$ cat src/design/vbb_pkg.sv
`timescale 1ns / 1ps
`default_nettype none
// ----------------------------------------------------------------------------
// vbb_pkg
// Shared widths and payload types for the vertex bounding box block.
// ----------------------------------------------------------------------------
package vbb_pkg;

    localparam int COORD_WIDTH = 24;
    localparam int NUM_AXES    = 3;
    localparam int ROOT_W      = COORD_WIDTH;
    localparam int RAD_W       = 2 * COORD_WIDTH;

    typedef logic signed [COORD_WIDTH-1:0] t_coord;

    typedef struct packed {
        logic signed [COORD_WIDTH-1:0] vertex_x;
        logic signed [COORD_WIDTH-1:0] vertex_y;
        logic signed [COORD_WIDTH-1:0] vertex_z;
        logic                          last_vertex;
    } t_vbb_in;

    typedef struct packed {
        logic signed [COORD_WIDTH-1:0] min_x;
        logic signed [COORD_WIDTH-1:0] min_y;
        logic signed [COORD_WIDTH-1:0] min_z;
        logic signed [COORD_WIDTH-1:0] max_x;
        logic signed [COORD_WIDTH-1:0] max_y;
        logic signed [COORD_WIDTH-1:0] max_z;
        logic signed [COORD_WIDTH-1:0] mid_x;
        logic signed [COORD_WIDTH-1:0] mid_y;
        logic signed [COORD_WIDTH-1:0] mid_z;
        logic        [COORD_WIDTH-1:0] radius;
    } t_vbb_out;

endpackage
`default_nettype wire

$ cat src/design/vbb_isqrt.sv
`timescale 1ns / 1ps
`default_nettype none
// ----------------------------------------------------------------------------
// vbb_isqrt
// Iterative floor square root, one root bit per cycle.
// ----------------------------------------------------------------------------
module vbb_isqrt
    import vbb_pkg::*;
(
    input  wire logic              i_clk,
    input  wire logic              i_rst_n,
    input  wire logic              i_start,
    input  wire logic [RAD_W-1:0]  i_rad,
    output logic                   o_done,
    output logic [ROOT_W-1:0]      o_root
);

    localparam int REM_W = ROOT_W + 3;
    localparam int CNT_W = $clog2(ROOT_W);

    logic [RAD_W-1:0]  r_rad;
    logic [REM_W-1:0]  r_rem;
    logic [ROOT_W-1:0] r_root;
    logic [CNT_W-1:0]  r_cnt;
    logic              r_run;
    logic              r_done;

    logic [REM_W-1:0]  w_rem_t;
    logic [REM_W-1:0]  w_trial;
    logic              w_ge;

    assign w_rem_t = {r_rem[REM_W-3:0], r_rad[RAD_W-1 -: 2]};
    assign w_trial = {{(REM_W-ROOT_W-2){1'b0}}, r_root, 2'b01};
    assign w_ge    = (w_rem_t >= w_trial);

    always_ff @(posedge i_clk) begin
        if (!i_rst_n) begin
            r_run  <= 1'b0;
            r_done <= 1'b0;
        end else begin
            r_done <= 1'b0;
            if (i_start) begin
                r_run <= 1'b1;
            end else if (r_run && (r_cnt == '0)) begin
                r_run  <= 1'b0;
                r_done <= 1'b1;
            end
        end
    end

    always_ff @(posedge i_clk) begin
        if (i_start) begin
            r_rad  <= i_rad;
            r_rem  <= '0;
            r_root <= '0;
            r_cnt  <= CNT_W'(ROOT_W - 1);
        end else if (r_run) begin
            r_rad  <= {r_rad[RAD_W-3:0], 2'b00};
            r_rem  <= w_ge ? (w_rem_t - w_trial) : w_rem_t;
            r_root <= {r_root[ROOT_W-2:0], w_ge};
            r_cnt  <= r_cnt - CNT_W'(1);
        end
    end

    assign o_done = r_done;
    assign o_root = r_root;

endmodule
`default_nettype wire

$ cat src/design/vertex_bounding_box.sv
`timescale 1ns / 1ps
`default_nettype none
// ----------------------------------------------------------------------------
// vertex_bounding_box
// Axis-aligned bounding box of a vertex set, with midpoint and sphere radius.
//
// Input: one vertex per transfer, taken at a clock edge with start high and
// busy low. Vertices that are not flagged last_vertex do not raise busy, so
// a set streams in at one vertex per cycle. The first vertex of a set seeds
// the box; later ones widen it.
// On the last vertex the block goes busy: it forms the midpoints and half
// extents, then the three squares on one shared multiplier, then the final
// sum, then the 24 one-bit steps of the square root unit, with hand-off
// registers between. The result is then loaded into o_result and held, with
// o_strobe high for one cycle, and busy drops in that same cycle, so the
// next set may start while the result is shown.
// Results cannot be held off; o_strobe is the only qualifier.
// Reset (synchronous, active low) drops busy and o_strobe and starts a fresh
// set.
// ----------------------------------------------------------------------------
module vertex_bounding_box
    import vbb_pkg::*;
(
    input  wire logic     i_clk,
    input  wire logic     i_rst_n,
    input  wire logic     start,
    input  wire t_vbb_in  i_item,
    output logic          busy,
    output t_vbb_out      o_result,
    output logic          o_strobe
);

    typedef enum logic [4:0] {
        S_IDLE = 5'b00001,
        S_HALF = 5'b00010,
        S_SQ   = 5'b00100,
        S_ACC  = 5'b01000,
        S_ROOT = 5'b10000
    } t_state;

    localparam logic [1:0] AXIS_LAST = 2'(NUM_AXES - 1);

    t_state                  r_state;
    t_state                  n_state;
    logic                    r_started;
    t_coord                  r_lo   [NUM_AXES];
    t_coord                  r_hi   [NUM_AXES];
    t_coord                  r_mid  [NUM_AXES];
    logic [COORD_WIDTH-1:0]  r_half [NUM_AXES];
    logic [1:0]              r_axis;
    logic [RAD_W-1:0]        r_prod;
    logic [RAD_W-1:0]        r_acc;
    logic                    r_sq_start;

    logic                    w_accept;
    t_coord                  w_v    [NUM_AXES];
    logic signed [COORD_WIDTH:0] w_sum  [NUM_AXES];
    logic [COORD_WIDTH:0]    w_diff [NUM_AXES];
    logic [COORD_WIDTH-1:0]  w_hsel;
    logic [RAD_W-1:0]        w_prod;
    logic                    w_sq_done;
    logic [ROOT_W-1:0]       w_root;

    assign busy     = (r_state != S_IDLE);
    assign w_accept = start & ~busy;

    assign w_v[0] = i_item.vertex_x;
    assign w_v[1] = i_item.vertex_y;
    assign w_v[2] = i_item.vertex_z;

    always_comb begin
        for (int a = 0; a < NUM_AXES; a++) begin
            w_sum[a]  = $signed({r_lo[a][COORD_WIDTH-1], r_lo[a]})
                      + $signed({r_hi[a][COORD_WIDTH-1], r_hi[a]});
            w_diff[a] = {r_hi[a][COORD_WIDTH-1], r_hi[a]}
                      - {r_lo[a][COORD_WIDTH-1], r_lo[a]}
                      + (COORD_WIDTH+1)'(1);
        end
    end

    assign w_hsel = r_half[r_axis];
    assign w_prod = w_hsel * w_hsel;

    always_comb begin
        n_state = r_state;
        unique case (r_state)
            S_IDLE: begin
                if (w_accept && i_item.last_vertex) begin
                    n_state = S_HALF;
                end
            end
            S_HALF: begin
                n_state = S_SQ;
            end
            S_SQ: begin
                if (r_axis == AXIS_LAST) begin
                    n_state = S_ACC;
                end
            end
            S_ACC: begin
                n_state = S_ROOT;
            end
            S_ROOT: begin
                if (w_sq_done) begin
                    n_state = S_IDLE;
                end
            end
            default: begin
                n_state = S_IDLE;
            end
        endcase
    end

    always_ff @(posedge i_clk) begin
        if (!i_rst_n) begin
            r_state    <= S_IDLE;
            r_started  <= 1'b0;
            r_sq_start <= 1'b0;
            o_strobe   <= 1'b0;
        end else begin
            r_state    <= n_state;
            r_sq_start <= (r_state == S_ACC);
            o_strobe   <= w_sq_done;
            if (w_accept) begin
                r_started <= ~i_item.last_vertex;
            end
        end
    end

    // running box
    always_ff @(posedge i_clk) begin
        if (w_accept) begin
            for (int a = 0; a < NUM_AXES; a++) begin
                if (!r_started) begin
                    r_lo[a] <= w_v[a];
                    r_hi[a] <= w_v[a];
                end else begin
                    if (w_v[a] > r_hi[a]) begin
                        r_hi[a] <= w_v[a];
                    end
                    if (w_v[a] < r_lo[a]) begin
                        r_lo[a] <= w_v[a];
                    end
                end
            end
        end
    end

    // midpoint, half extent, sum of squares
    always_ff @(posedge i_clk) begin
        if (r_state == S_HALF) begin
            for (int a = 0; a < NUM_AXES; a++) begin
                r_mid[a]  <= w_sum[a][COORD_WIDTH:1];
                r_half[a] <= w_diff[a][COORD_WIDTH:1];
            end
            r_axis <= '0;
        end else if (r_state == S_SQ) begin
            r_prod <= w_prod;
            r_acc  <= (r_axis == '0) ? '0 : (r_acc + r_prod);
            r_axis <= r_axis + 2'(1);
        end else if (r_state == S_ACC) begin
            r_acc <= r_acc + r_prod;
        end
    end

    vbb_isqrt u_isqrt (
        .i_clk   (i_clk),
        .i_rst_n (i_rst_n),
        .i_start (r_sq_start),
        .i_rad   (r_acc),
        .o_done  (w_sq_done),
        .o_root  (w_root)
    );

    always_ff @(posedge i_clk) begin
        if (w_sq_done) begin
            o_result.min_x  <= r_lo[0];
            o_result.min_y  <= r_lo[1];
            o_result.min_z  <= r_lo[2];
            o_result.max_x  <= r_hi[0];
            o_result.max_y  <= r_hi[1];
            o_result.max_z  <= r_hi[2];
            o_result.mid_x  <= r_mid[0];
            o_result.mid_y  <= r_mid[1];
            o_result.mid_z  <= r_mid[2];
            o_result.radius <= w_root;
        end
    end

    a_box_order: assert property (@(posedge i_clk) disable iff (!i_rst_n)
        r_started |-> ((r_hi[0] >= r_lo[0]) && (r_hi[1] >= r_lo[1])
                       && (r_hi[2] >= r_lo[2])))
        else $error("box corners out of order");

    a_last_starts: assert property (@(posedge i_clk) disable iff (!i_rst_n)
        (w_accept && i_item.last_vertex) |=> (r_state == S_HALF))
        else $error("last vertex did not start the closing sequence");

    a_strobe_from_root: assert property (@(posedge i_clk) disable iff (!i_rst_n)
        o_strobe |-> $past(r_state == S_ROOT))
        else $error("result strobe outside root phase");

    a_strobe_set_closed: assert property (@(posedge i_clk) disable iff (!i_rst_n)
        o_strobe |-> !r_started)
        else $error("result strobe while a set is open");

endmodule
`default_nettype wire
$ cat config.mk
export PLATFORM = sky130hd
export DESIGN_NAME = vertex_bounding_box
export DESIGN_NICKNAME = d
export VERILOG_FILES = /design/src/design/vbb_pkg.sv /design/src/design/vbb_isqrt.sv /design/src/design/vertex_bounding_box.sv
export SDC_FILE = /design/constraint.sdc
export NUM_CORES = 2
export LEC_CHECK = 0
export BUFFER_PORTS_ARGS = -buffer_cell sky130_fd_sc_hd__buf_2
export CELL_PAD_IN_SITES_DETAIL_PLACEMENT = 0
export CELL_PAD_IN_SITES_GLOBAL_PLACEMENT = 1
export CORE_MARGIN = 4
export CORE_UTILIZATION = 35
export DETAILED_ROUTE_END_ITERATION = 8
export GPL_TIMING_DRIVEN = 0
export PLACE_DENSITY = 0.63
export SLEW_MARGIN = 20
export SYNTH_ARGS = -nofsm -noshare
export SYNTH_HDL_FRONTEND = slang
export SYNTH_SLANG_ARGS = --single-unit
export TNS_END_PERCENT = 20
$ cat constraint.sdc
create_clock -name i_clk -period 14.8 [get_ports i_clk]
set_input_delay 0.74 -clock i_clk [delete_from_list [all_inputs] [get_ports i_clk]]
set_output_delay 0.74 -clock i_clk [all_outputs]
set_load 0.02 [all_outputs]
==> impl_metrics.py <==
metrics = {
    "run_status": {
        "outcome": "completed",
    },
    "critical_path": {
        "regToRegSetupSlack_ns": 4.09,
        "start_kind": "flop",
        "cp_slowest_stage_delay_ns": 0.77,
        "path_class": "reg2reg",
        "crit_top_cell": "fa_1",
        "slowest_stage": "o21ai_1",
        "crit_path_max_fanout": 10,
        "arrival_ns": 11.14,
        "worst_setup_path_end_kind": "flop",
        "worst_r2r_endpoint": "r_prod[47]$_DFFE_PP_",
        "required_ns": 15.23,
        "worst-r2r-cell-count": 29,
    },
    "timing": {
        "setup_viol_count_final": 0,
        "skew_ns": 0.04712,
        "rsz0062_at_grt": "no",
        "tightest_slew_ns": 1.111,
        "period_needed_ns": 10.71,
        "slew_viol_final": 0,
        "fmax_mhz": 93.33,
        "max-slew-margin-rel_pct": 25.44,
        "hold_viol": 0,
        "finalCritPeriodShare_pct": 72.40,
    },
    "final_layout": {
        "finish.instance_area_mm2": 0.06227,
        "final_nets": 6521,
        "synthToLayoutAreaGrowth_pct": 13.57,
        "final_util_pct": 40.19,
        "multi_input_area_mm2": 0.02973,
        "ff_latch_area_mm2": 0.02151,
        "diodes": 0,
        "nFillCells": 15200,
        "drive_gt1_share_pct": 10.40,
    },
    "detailed_routing": {
        "wire_per_inst_um": 19.60,
        "drc": 0,
        "wl_um": 147800,
        "drtIter0Drc": 1908,
        "vias": 37020,
        "vias_per_cell": 4.909,
        "drt.antenna.violating_nets": 0,
        "firstDrtPassIters": 7,
    },
    "synth": {
        "synth.top_cell.area_share_pct": 36.75,
        "yosys_warnings": 0,
        "ys_ff_latch": 739,
        "synth_cells": 4987,
        "synth_edf_count": 671,
        "yosysSeqAreaShare_pct": 39.23,
        "synth.avg_cell_area_um2": 10.99,
        "synth_area_leaders": "edfxtp_1 37%, fa_1 16%, ha_1 14%, inv_1 5.7%, nor2_1 2.7%",
        "ys.flop_type": "edfxtp_1",
        "synthesis.area_mm2": 0.05483,
        "yosysUniqueCellTypes": 94,
        "yosys.area.top_type": "edfxtp_1",
        "synthArstFlopShare_pct": 0,
        "syn_nets": 6084,
    },
    "hold_path": {
        "whs_endpoint": "r_hi[2][0]$_DFFE_PP_",
        "min_from": "i_item[1]",
        "hp-class": "in2reg",
        "hold_depth": 1,
    },
    "cts": {
        "htreeDepth": 3,
        "cts_num_sinks": 739,
        "cts_hold_buf": 0,
        "clk_latency_ns": 0.70,
        "clk_pin_slew_worst_paths_ns": 0.06,
        "ctsResizeCount": 0,
        "root_buffer": "clkbuf_16",
        "clock_path_buffers": 3,
        "cts_setup_buffers": 0,
        "tritoncts": "built",
        "cts_buffers": 87,
    },
    "die": {
        "initial_core_util_pct": 35.39,
        "core_mm2": 0.1549,
        "fp.dieH_um": 403.8,
        "std_cell_rows": 144,
        "die-area_mm2": 0.1631,
        "die_w_um": 403.8,
        "ios": 318,
    },
    "placed_design": {
        "dpl_cell_area_mm2": 0.05938,
        "portBuffers": 317,
        "place_congestion": 0.8900,
        "dp_hpwl_um": 118300,
    },
    "global_routing": {
        "grt_max_degree": 58,
        "overflow": 0,
        "grt_pass1_wl_um": 229300,
        "grt_pass1_vias": 39050,
        "grt_util_all_layers_pct": 18.05,
        "antenna_found_initial": 1,
    },
    "job": {
        "maxCapViolCount": 0,
    },
}
==> area by class of cell <==
class                           instances  area share (%)
Multi-Input combinational cell       3284           47.74
Sequential cell                       739           34.55
Inverter                              852           5.138
Tap cell                             2044           4.107
Clock buffer                          116           3.908
Timing Repair Buffer                  348           3.124
Clock inverter                         47          0.7274
Buffer                                112          0.7053
==> kinds of logic after synthesis <==
kind of cell	Yosys count	share of synthesized area (%)
flip-flops	739	39.23
XOR/XNOR	234	3.738
adder cells (fa/ha/maj)	1021	29.16
buffers and inverters	964	6.634
AND/OR/NAND/NOR	1056	8.774
multiplexers	114	2.186
AO/OA/AOI/OAI	859	10.28
==> cell usage after synthesis, types with 7 or more instances <==
cell type,n
xor2_1,68
o41ai_1,9
or3_1,13
edfxtp_1,671
a221oi_1,7
a21boi_0,7
o21bai_1,38
nand2_1,324
a311oi_1,12
nand2b_1,33
a211o_1,9
o211ai_1,13
nand4_1,48
clkbuf_1,101
o21a_1,63
o21ai_1,50
and2_1,17
nand3_1,39
nor3_1,58
mux2i_1,68
a211oi_1,54
inv_1,839
dfxtp_1,68
a21o_1,114
nor3b_1,8
ha_1,593
o31ai_1,24
xnor2_1,166
nor4_1,14
a21oi_1,240
mux2_2,46
nor2b_1,45
nor2_1,394
and3_1,17
a31oi_1,24
fa_1,428
o2111ai_1,9
and4_1,8
o21ai_0,106
or4_1,8
==> flip-flops by register name (all words and copies together) (netlist names), named ones only <==
register,count
r_prod,47
u_isqrt.r_rad,48
r_lo,72
u_isqrt.o_done,1
o_result,240
r_hi,72
r_acc,48
o_strobe,1
u_isqrt.r_cnt,5
u_isqrt.o_root,24
r_half,72
u_isqrt.r_run,1
r_mid,72
r_started,1
u_isqrt.r_rem,25
r_axis,2
r_sq_start,1
r_state,5
==> layer usage <==
metal / part of all wire (%) / global-route usage (%)
met5: 0.0088 / 0
met1: 46 / 24.51
met4: 2.5 / 5.059
met2: 47 / 29.90
met3: 4.7 / 3.002
==> metrics by stage <==
step	worst slack [ns]	cells	hold slack [ns]	TNS, ns
5_1_grt	3.805	7542	0.2316	0
3_3_place_gp	-3.426	7348	0.4032	-481.79
4_1_cts	4.162	7542	0.1978	0
6_report	4.086	7542	0.2587	0
3_5_place_dp	4.215	7379	0.4045	0
2_1_floorplan	2.485	4987	0.4003	0
==> placed cells by master (no fill, tap or decap), types with 93 or more instances in the layout <==
master / netlist / routed
o21ai_0: 106 / 104
xnor2_1: 166 / 166
clkbuf_16: 0 / 93
fa_1: 428 / 428
a21oi_1: 240 / 238
edfxtp_1: 671 / 671
nand2_1: 324 / 324
ha_1: 593 / 593
clkbuf_1: 101 / 121
buf_2: 2 / 326
nor2_1: 394 / 394
a21o_1: 114 / 113
inv_1: 839 / 838
==> worst max path at each step <==
stage          slack (ns)                      end               startpoint
6_report             4.09     r_prod[47]$_DFFE_PP_                     flop
5_1_grt              3.81     r_prod[47]$_DFFE_PP_                     flop
4_1_cts              4.16     r_prod[47]$_DFFE_PP_                     flop
3_5_place_dp         4.22     r_prod[47]$_DFFE_PP_                     flop
3_3_place_gp        -3.43  r_state[0]$_SDFFE_PN1P_  r_state[3]$_SDFFE_PN0P_
2_1_floorplan        2.49  r_state[0]$_SDFFE_PN1P_  r_state[3]$_SDFFE_PN0P_
==> worst max-delay path: cells and delay by family, from the launching register on <==
family | cells | cell delay [ns]
and+or+nand+nor | 2 | 0.37
adders and majority gates | 8 | 3.89
muxes | 1 | 0.38
AOI/OAI and AO/OA | 8 | 2.96
buffers and inverters | 9 | 2.26
xor gates and xnor gates | 1 | 0.17
DFF | 1 | 0.42
Power is left out: the tool's default activity adds up to more than one toggle a clock period on the data nets, which glitch-free logic cannot reach.
